<file path="config.mk">
export PLATFORM = sky130hd
export DESIGN_NAME = lzwc_ctrl
export DESIGN_NICKNAME = d
export VERILOG_FILES = /design/src/rtl/core/lzwc_pkg.sv /design/src/rtl/core/lzwc_ctrl.sv
export VERILOG_INCLUDE_DIRS = /design/src /design/src/rtl/core
export SDC_FILE = /design/constraint.sdc
export NUM_CORES = 1
export LEC_CHECK = 0
export BUFFER_PORTS_ARGS = -buffer_cell sky130_fd_sc_hd__buf_2
export CAP_MARGIN = 10
export CORE_ASPECT_RATIO = 0.9
export CORE_MARGIN = 3
export CORE_UTILIZATION = 40
export CTS_CLUSTER_DIAMETER = 40
export DETAILED_ROUTE_END_ITERATION = 8
export PLACE_DENSITY = 0.67
export SYNTH_ARGS = -nofsm -noshare
export SYNTH_HDL_FRONTEND = slang
export SYNTH_SLANG_ARGS = --single-unit
export TNS_END_PERCENT = 20
</file>
<file path="constraint.sdc">
create_clock -name aclk -period 1.9 [get_ports aclk]
set_clock_uncertainty 0.05 [all_clocks]
set_input_delay 0.095 -clock aclk [delete_from_list [all_inputs] [get_ports aclk]]
set_output_delay 0.095 -clock aclk [all_outputs]
set_load 0.03 [all_outputs]
</file>
<file path="src/rtl/core/lzw_compressor_14bit_assert.svh">
// Assertion macros for the LZW compressor controller.
`ifndef LZW_COMPRESSOR_14BIT_ASSERT_SVH
`define LZW_COMPRESSOR_14BIT_ASSERT_SVH

// Same-cycle implication, checked on aclk outside reset.
`define LZWC_ASSERT_NOW(label, ante, cons) \
    label: assert property (@(posedge aclk) disable iff (!aresetn) (ante) |-> (cons)) \
        else $error("lzwc assertion failed");

// Next-cycle implication, checked on aclk outside reset.
`define LZWC_ASSERT_NEXT(label, ante, cons) \
    label: assert property (@(posedge aclk) disable iff (!aresetn) (ante) |=> (cons)) \
        else $error("lzwc assertion failed");

`endif

</file>
<file path="src/rtl/core/lzwc_pkg.sv">
// Shared constants, types and hash functions of the LZW compressor.
package lzwc_pkg;

    localparam int CODE_BITS    = 14;
    localparam int HASH_ENTRIES = 18041;
    localparam int IDX_W        = $clog2(HASH_ENTRIES);
    localparam int END_CODE     = (1 << CODE_BITS) - 1;
    localparam int LAST_CODE    = END_CODE - 1;
    localparam int FIRST_FREE   = 256;
    localparam int LEN_W        = 24;
    localparam int EPOCH_W      = 8;
    localparam int PEND_W       = 7;
    localparam int PCNT_W       = 3;
    localparam int ACC_W        = CODE_BITS + PEND_W;
    localparam int TOT_W        = $clog2(ACC_W + 1);
    localparam int HOME_W       = (CODE_BITS > IDX_W) ? CODE_BITS : IDX_W;
    localparam int HOME_SUBS    = ((1 << CODE_BITS) - 1) / HASH_ENTRIES;

    // Which code the packer takes next
    localparam logic [1:0] TAIL_MISS = 2'd0;  // string code on a dictionary miss
    localparam logic [1:0] TAIL_CUR  = 2'd1;  // final string code at block end
    localparam logic [1:0] TAIL_END  = 2'd2;  // end code
    localparam logic [1:0] TAIL_ZERO = 2'd3;  // zero flush code

    typedef struct packed {
        logic [EPOCH_W-1:0]   epoch;
        logic [CODE_BITS-1:0] code;
        logic [CODE_BITS-1:0] prefix;
        logic [7:0]           chr;
    } dict_entry_t;

    typedef struct packed {
        logic       accept;
        logic       rd;
        logic       insert;
        logic       hit;
        logic       advance;
        logic       load;
        logic [1:0] tail;
        logic       emit;
        logic       pack_done;
        logic       finish;
        logic       too_big;
        logic       clear_step;
    } ctrl_cmd_t;

    typedef struct packed {
        logic first_seen;
        logic final_now;
        logic final_blk;
        logic slot_empty;
        logic slot_match;
        logic probe_last;
        logic dropped;
        logic total_ge8;
        logic hold_valid;
        logic out_free;
        logic epoch_max;
        logic clear_last;
    } dp_status_t;

    // Home slot: (chr << (CODE_BITS-8)) xor prefix, reduced into the table
    function automatic logic [IDX_W-1:0] home_slot(input logic [CODE_BITS-1:0] prefix,
                                                   input logic [7:0] chr);
        logic [HOME_W-1:0] x;
        x = HOME_W'({chr, {(CODE_BITS-8){1'b0}}} ^ prefix);
        for (int i = 0; i < HOME_SUBS; i++) begin
            if (x >= HOME_W'(HASH_ENTRIES)) begin
                x = x - HOME_W'(HASH_ENTRIES);
            end
        end
        return IDX_W'(x);
    endfunction

    // Secondary probe: step back by (entries - idx), or by 1 from slot zero
    function automatic logic [IDX_W-1:0] next_slot(input logic [IDX_W-1:0] idx);
        logic [IDX_W-1:0] step;
        logic [IDX_W:0]   sum;
        step = (idx == '0) ? IDX_W'(1) : IDX_W'(HASH_ENTRIES) - idx;
        sum  = {1'b0, idx} + (IDX_W+1)'(HASH_ENTRIES) - {1'b0, step};
        if (idx >= step) begin
            return idx - step;
        end
        return sum[IDX_W-1:0];
    endfunction

endpackage

</file>
<file path="src/rtl/core/lzwc_ctrl.sv">
// Controller: sequences table probes, code packing and block end.
`include "lzw_compressor_14bit_assert.svh"

module lzwc_ctrl (
    input  logic                 aclk,
    input  logic                 aresetn,
    input  logic                 s_valid,
    output logic                 s_ready,
    input  lzwc_pkg::dp_status_t st,
    output lzwc_pkg::ctrl_cmd_t  cmd
);

    localparam logic [2:0] S_CLEAR = 3'd0;
    localparam logic [2:0] S_IDLE  = 3'd1;
    localparam logic [2:0] S_READ  = 3'd2;
    localparam logic [2:0] S_CHECK = 3'd3;
    localparam logic [2:0] S_LOAD  = 3'd4;
    localparam logic [2:0] S_BYTE  = 3'd5;
    localparam logic [2:0] S_DONE  = 3'd6;

    logic [2:0] state_reg;
    logic [2:0] state_next;
    logic [1:0] tail_reg;
    logic [1:0] tail_next;
    logic       big_reg;
    logic       big_next;
    logic [2:0] adv_state;
    logic [1:0] adv_tail;
    logic       emit_ok;

    // where to go once the current code is packed or dropped
    always_comb begin
        unique case (tail_reg)
            lzwc_pkg::TAIL_MISS: begin
                adv_state = st.final_blk ? S_LOAD : S_IDLE;
                adv_tail  = lzwc_pkg::TAIL_CUR;
            end
            lzwc_pkg::TAIL_CUR: begin
                adv_state = S_LOAD;
                adv_tail  = lzwc_pkg::TAIL_END;
            end
            lzwc_pkg::TAIL_END: begin
                adv_state = S_LOAD;
                adv_tail  = lzwc_pkg::TAIL_ZERO;
            end
            default: begin
                adv_state = S_DONE;
                adv_tail  = lzwc_pkg::TAIL_ZERO;
            end
        endcase
    end

    // final-step bytes pass through the hold stage first
    assign emit_ok = st.final_blk ? (~st.hold_valid | st.out_free) : st.out_free;
    assign s_ready = state_reg == S_IDLE;

    // next state and commands
    always_comb begin
        cmd        = '0;
        cmd.tail   = tail_reg;
        state_next = state_reg;
        tail_next  = tail_reg;
        big_next   = big_reg;
        unique case (state_reg)
            S_CLEAR: begin
                cmd.clear_step = 1'b1;
                if (st.clear_last) begin
                    state_next = S_IDLE;
                end
            end
            S_IDLE: begin
                if (s_valid) begin
                    cmd.accept = 1'b1;
                    big_next   = 1'b0;
                    if (st.first_seen) begin
                        state_next = S_READ;
                    end else if (st.final_now) begin
                        state_next = S_LOAD;
                        tail_next  = lzwc_pkg::TAIL_CUR;
                    end
                end
            end
            S_READ: begin
                cmd.rd     = 1'b1;
                state_next = S_CHECK;
            end
            S_CHECK: begin
                priority if (st.slot_empty) begin
                    cmd.insert = 1'b1;
                    state_next = S_LOAD;
                    tail_next  = lzwc_pkg::TAIL_MISS;
                end else if (st.slot_match) begin
                    cmd.hit    = 1'b1;
                    state_next = st.final_blk ? S_LOAD : S_IDLE;
                    tail_next  = lzwc_pkg::TAIL_CUR;
                end else if (st.probe_last) begin
                    state_next = S_LOAD;
                    tail_next  = lzwc_pkg::TAIL_MISS;
                end else begin
                    cmd.advance = 1'b1;
                    state_next  = S_READ;
                end
            end
            S_LOAD: begin
                cmd.load = 1'b1;
                if (st.dropped) begin
                    if (tail_reg == lzwc_pkg::TAIL_ZERO) begin
                        big_next = 1'b1;
                    end
                    state_next = adv_state;
                    tail_next  = adv_tail;
                end else begin
                    state_next = S_BYTE;
                end
            end
            S_BYTE: begin
                if (st.total_ge8) begin
                    cmd.emit = emit_ok;
                end else begin
                    cmd.pack_done = 1'b1;
                    state_next    = adv_state;
                    tail_next     = adv_tail;
                end
            end
            S_DONE: begin
                if (st.out_free) begin
                    cmd.finish  = 1'b1;
                    cmd.too_big = big_reg;
                    state_next  = st.epoch_max ? S_CLEAR : S_IDLE;
                end
            end
            default: begin
                state_next = S_IDLE;
            end
        endcase
    end

    always_ff @(posedge aclk) begin
        if (!aresetn) begin
            state_reg <= S_CLEAR;
            tail_reg  <= lzwc_pkg::TAIL_MISS;
            big_reg   <= 1'b0;
        end else begin
            state_reg <= state_next;
            tail_reg  <= tail_next;
            big_reg   <= big_next;
        end
    end

    // no transaction is taken during the table sweep
    `LZWC_ASSERT_NOW(a_no_accept_in_clear, state_reg == S_CLEAR, !cmd.accept)
    // a held byte is only displaced into a free output register
    `LZWC_ASSERT_NOW(a_hold_needs_room, cmd.emit && st.final_blk && st.hold_valid, st.out_free)
    // probing stops after a full pass over the table
    `LZWC_ASSERT_NOW(a_probe_bound, cmd.advance, !st.probe_last)
    // block end returns to idle or starts a sweep
    `LZWC_ASSERT_NEXT(a_finish_exit, cmd.finish, state_reg == S_IDLE || state_reg == S_CLEAR)

endmodule

</file>
==> flow_metrics.tcl, run 1 <==
set metrics [dict create \
    ys_types 40 \
    synth_top_area_share_pct 16.7 \
    die_h_microns 46.2 \
    stdcell_count 139 \
    die_w_microns 50.7 \
    grt_pass1_vias 705 \
    crit_type "reg2out" \
    synthesis.nets 108 \
    slowest_delay_ns 0.58 \
    dp_hpwl_microns 1550 \
    maxSlewViolCount 0 \
    core_area_sq_um 1560 \
    port_buffers 28 \
    met1_usage_pct 23.2 \
    p_leak_nw 0.416 \
    fin_crit_sh_pct 91.7 \
    grt_use_met2_pct 30.5 \
    hold_viol 0 \
    dr.pass1.iters 4 \
    setup_violations 0 \
    drt_iter0_markers 9 \
    cts.reportedPaths.clkPinSlew_ns 0.05 \
    gp_congestion 0.842 \
    post_drt_wl_per_cell_microns 13.6 \
    placed_cells 136 \
    largest_reg_flops 3 \
    num_vias 791 \
    crit_path_top_delay_cell "dfxtp_1" \
    tightest_slew_ns 0.432 \
    cts_setup_buffers 0 \
    wirelength_microns 1890 \
    worstPathCellList "buf_4 > nor3b_1 > buf_2" \
    crit_path_max_fanout 13 \
    initial_utilization_pct 46.1 \
    min_period_ns 1.74 \
    dieArea_sq_um 2340 \
    fin_nets 138 \
    synth_area_leaders "dfxtp_1 (17%), ha_1 (7.0%), mux2i_1 (4.2%), a221oi_2 (4.2%), nand2_1 (3.7%)" \
    grt-busiest-layer "met2" \
    grt_pass1_wl_microns 3150 \
    cts_sinks 6 \
    synth_area_sq_um 719 \
    cp_data_required_time_ns 1.75 \
    drv_cap 0 \
    syn_area_per_cell_sq_um 8.08 \
    ant_nets 0 \
    cts_tree "built" \
    slew_headroom_pct 71.1 \
    antenna_found_initial 0 \
    p_per_area_nw_per_um2 436 \
    synth_top_area_cell "dfxtp_1" \
    status "complete, no violations" \
    tns_ns 0 \
    grt_use_met3_pct 2.59 \
    drive_gt1_share_pct 38.5 \
    vdd_drop_max_mv 0.333 \
    gr-total-overflow 0 \
    grt_max_degree 15 \
    area_delta_synth_final_pct 23.0 \
    antenna_cells 0 \
    max_freq_mhz 574 \
    crit_buf_inv 2 \
    syn_inst 89 \
    clockBufferDepth 2 \
    synth_warnings 0 \
    arrival_ns 1.60 \
    worstSetupEndpointType "primary output" \
    path_delay_family "flip-flops" \
    cts_max_level 1 \
    utilization_pct 56.7 \
    worstSetupStartpointType "flop" \
    numCtsBuffers 3 \
    num_io_pins 29 \
    clock_latency_ns 0.24 \
    ys_ff_latch 6 \
    ys_seq_area_share_pct 16.7 \
    drc_errors 0 \
    rsz0062_at_grt "false" \
    root_buffer "clkbuf_4" \
    rows 13 \
    via_per_inst 5.69 \
    fillers 167 \
    hold_class "in2reg" \
    hold_slack_ns 0.142 \
    track_usage_pct 17.9 \
]
worst reg2reg max path, delay by kind of cell, from the launching register on:
kind | cells | cell delay (ns)
AND/OR/NAND/NOR | 2 | 0.33
flip-flops | 1 | 0.58
AO/OA/AOI/OAI | 2 | 0.54
cells in the mapped netlist:
| cell type | instances |
|---|---|
| nand2b_1 | 2 |
| a32o_1 | 2 |
| nor2b_1 | 1 |
| a22oi_1 | 1 |
| o22ai_1 | 2 |
| ha_1 | 4 |
| o221ai_1 | 1 |
| buf_6 | 1 |
| o21ai_2 | 1 |
| nand2_1 | 7 |
| nand2b_2 | 1 |
| dfxtp_1 | 6 |
| inv_1 | 6 |
| o2bb2ai_1 | 2 |
| and2b_1 | 2 |
| buf_4 | 3 |
| nand3b_1 | 2 |
| clkdlybuf4s25_2 | 1 |
| or2b_1 | 1 |
| o21ai_0 | 4 |
| nor2_1 | 4 |
| mux2_2 | 1 |
| mux2i_1 | 3 |
| nor3_1 | 5 |
| a211oi_1 | 1 |
| nor3b_2 | 1 |
| a221oi_2 | 2 |
| nor3b_1 | 2 |
| a32oi_1 | 1 |
| a21oi_1 | 4 |
| nor4_4 | 1 |
| a2111oi_0 | 1 |
| or2_0 | 1 |
| buf_2 | 1 |
| nand3_1 | 2 |
| and2_1 | 3 |
| and2b_2 | 2 |
| and2b_4 | 1 |
| a2111o_1 | 1 |
| and3_1 | 2 |
layout make-up:
cell class              count  area, sq um  share of cell area, %
flip-flops and latches      6          121                   13.7
inverters                   6         22.5                   2.55
multi-input cells          71          528                   59.7
well taps                  22         27.5                   3.11
repair buffers             31          163                   18.4
clock buffers               3         22.5                   2.55
cell usage in the layout, fill, tap and decap left out, types with 3 or more instances in the layout:
cell	count
buf_2	28
nand2_1	7
inv_1	6
nor3_1	5
dfxtp_1	5
nor2_1	4
a21oi_1	4
o21ai_0	4
ha_1	4
and2_1	3
mux2i_1	3
clkbuf_4	3
buf_4	3
report_power, final:
group | internal, mW | total (mW) | switching, mW
logic | 0.0542 | 0.128 | 0.0737
clock network | 0.0713 | 0.115 | 0.0438
registers | 0.131 | 0.143 | 0.0118
total | 0.257 | 0.386 | 0.129
per-layer routing:
layer / up-vias / part of all wire, %
li1: 387 / -
met1: 368 / 46
met2: 34 / 46
met3: 2 / 7.3
met4: 0 / 0.53
met5: - / 0
path summary, 6_finish.rpt:
path | from | end | slack (ns) | depth (start not counted)
max | state_reg[1] | cmd[11] | 0.16 | 3
min | aresetn | state_reg[0] | 0.14 | 3
max reg2reg | state_reg[1] | state_reg[1] | 0.30 | 4
min reg2reg | tail_reg[1] | tail_reg[1] | 0.48 | 2
metrics by stage:
stage / cell area (sq um) / setup slack [ns] / total power [mW]
after floorplan: 719 / 0.0931 / 0.229
after global placement: 861 / 0.287 / 0.271
after detailed placement: 861 / 0.295 / 0.272
after CTS: 883 / 0.135 / 0.388
after global routing: 885 / 0.0564 / 0.414
final: 885 / 0.157 / 0.386
timing repair:
item	4_1_cts	5_1_grt
hold buffers	0	0
resized for setup	0	1
endpoints found under the setup margin	0	1
kinds of logic after synthesis:
family	share of synthesized area [%]
AND/OR/NAND/NOR	35.5
AO/OA/AOI/OAI	25.2
buffers and inverters	9.91
flip-flops	16.7
multiplexers	5.74
adder cells (fa/ha/maj)	6.96
No activity file was read; power rests on OpenSTA's default activity.
==> run 2, diff against run 1 <==
--- a/config.mk
+++ b/config.mk
@@ -8,12 +8,11 @@
 export LEC_CHECK = 0
 export BUFFER_PORTS_ARGS = -buffer_cell sky130_fd_sc_hd__buf_2
 export CAP_MARGIN = 10
-export CORE_ASPECT_RATIO = 0.9
 export CORE_MARGIN = 3
 export CORE_UTILIZATION = 40
 export CTS_CLUSTER_DIAMETER = 40
 export DETAILED_ROUTE_END_ITERATION = 8
-export PLACE_DENSITY = 0.67
+export PLACE_DENSITY = 0.68
 export SYNTH_ARGS = -nofsm -noshare
 export SYNTH_HDL_FRONTEND = slang
 export SYNTH_SLANG_ARGS = --single-unit
==> flow_metrics.tcl, run 2 (synthesized netlist as in run 1, its figures left out) <==
set metrics [dict create \
    status "complete, no violations" \
    power.clock.fraction_pct 29.5 \
    drv_cap 0 \
    tightest_slew_ns 0.421 \
    p_sw_mw 0.130 \
    cts_sinks 6 \
    utilization_pct 56.6 \
    dp_hpwl_microns 1540 \
    worstSetupEndpointType "primary output" \
    core_area_sq_um 1590 \
    dp_slack_ns 0.277 \
    setup_ws_ns 0.169 \
    rr_endpoint "state_reg[2]" \
    track_usage_pct 17.5 \
    worstHoldEndpoint "state_reg[0]" \
    dieArea_sq_um 2340 \
    grt_pass1_vias 763 \
    cp_data_required_time_ns 1.75 \
    fin_crit_sh_pct 91.1 \
    holdPathStages 3 \
    largest_reg_flops 3 \
    slowest_delay_ns 0.57 \
    num_vias 766 \
    ant_nets 0 \
    regToRegStartpoint "tail_reg[0]" \
    area_delta_synth_final_pct 25.4 \
    slew_headroom_pct 71.9 \
    hold_viol 0 \
    gr-total-overflow 0 \
    cts_tree "built" \
    port_buffers 28 \
    p_comb_share_pct 33.9 \
    p_seq_share_pct 36.7 \
    wirelength_microns 1930 \
    drc_errors 0 \
    vdd_drop_max_mv 0.291 \
    die_h_microns 48.4 \
    initial_utilization_pct 45.1 \
    p_leak_nw 0.426 \
    num_io_pins 29 \
    rows 14 \
    worstPathCellList "buf_4 > nor3b_1 > buf_2" \
    finish.instance_area_sq_um 902 \
    antenna_found_initial 0 \
    grt_pass1_wl_microns 3330 \
    worst_r2r_path_depth 5 \
    clock_latency_ns 0.24 \
    p_per_area_nw_per_um2 431 \
    cts_max_level 1 \
    cts.reportedPaths.clkPinSlew_ns 0.05 \
    drive_gt1_share_pct 39.5 \
    place_area_sq_um 878 \
    grt_max_degree 15 \
    rrSetupSlack_ns 0.23 \
    min_period_ns 1.73 \
    crit_path_max_fanout 12 \
    fin_nets 140 \
    cts_hold_buf 0 \
    antenna_cells 0 \
    max_freq_mhz 578 \
    setup_violations 0 \
    hold_class "in2reg" \
    crit_path_top_delay_cell "dfxtp_1" \
    crit_type "reg2out" \
    tns_ns 0 \
    root_buffer "clkbuf_4" \
    drt_iter0_markers 14 \
    min_from "aresetn" \
    worstSetupStartpointType "flop" \
    dr.pass1.iters 4 \
    switching_share_pct 33.3 \
    maxSlewViolCount 0 \
    p_total_mw 0.389 \
    arrival_ns 1.59 \
    via_per_inst 5.36 \
    post_drt_wl_per_cell_microns 13.5 \
    rsz0062_at_grt "false" \
    gp_congestion 0.892 \
    clockBufferDepth 2 \
    layout_common_cells "buf_2 (28), nand2_1 (7), inv_1 (6)" \
    die_w_microns 48.4 \
    mostFrequentLayoutCell "buf_2" \
    numCtsBuffers 3 \
    p_int_mw 0.260 \
]
==> run 2: worst max path at each step <==
stage,startpoint,endpoint,cells after the start,slack [ns]
floorplan,state_reg[0],big_reg,4,0.09
global placement,state_reg[0],tail_reg[0],4,0.30
detailed placement,tail_reg[0],state_reg[2],5,0.28
CTS,state_reg[0],cmd[12],3,0.12
global route,tail_reg[1],state_reg[2],5,0.08
finish,state_reg[1],cmd[11],3,0.17
==> run 2: through the flow <==
stage	std cells	hold WS (ns)
detailed placement	140	0.399
global placement	140	0.394
global route	143	0.136
CTS	143	0.147
floorplan	89	0.194
finish	143	0.147
==> run 2: cell type report <==
class	instances	area (sq um)
flip-flops and latches	6	121
inverters	6	22.5
fillers	159	692
repair buffers	33	178
clock buffers	3	22.5
well taps	24	30.0
multi-input cells	71	528
==> run 2: power by group through the flow <==
stage	Clock, mW	Sequential, mW	Combinational (mW)
floorplan	0	0.143	0.0865
global placement	0	0.144	0.129
detailed placement	0	0.145	0.131
CTS	0.122	0.142	0.132
global route	0.136	0.144	0.144
finish	0.115	0.143	0.132
==> run 2: worst max-delay path: cells and delay by family, from the launching register on <==
family | cells | cell delay [ns]
simple gates | 1 | 0.27
buf+inv | 2 | 0.50
flops | 1 | 0.57
==> run 2: repair_timing <==
item | 4_1_cts | 5_1_grt
endpoints found under the setup margin | 0 | 1
setup buffers | 0 | 0
hold endpoints to repair | 0 | 0
gates resized for setup | 0 | 1
==> run 2: routing by layer <==
| layer | up-vias | wire, microns | global-route usage [%] |
|---|---|---|---|
| li1 | 386 | - | - |
| met1 | 352 | 885 | 21.7 |
| met4 | 0 | 4 | 5.69 |
| met3 | 2 | 117 | 4.29 |
| met5 | - | 0 | 0 |
| met2 | 26 | 917 | 29.6 |
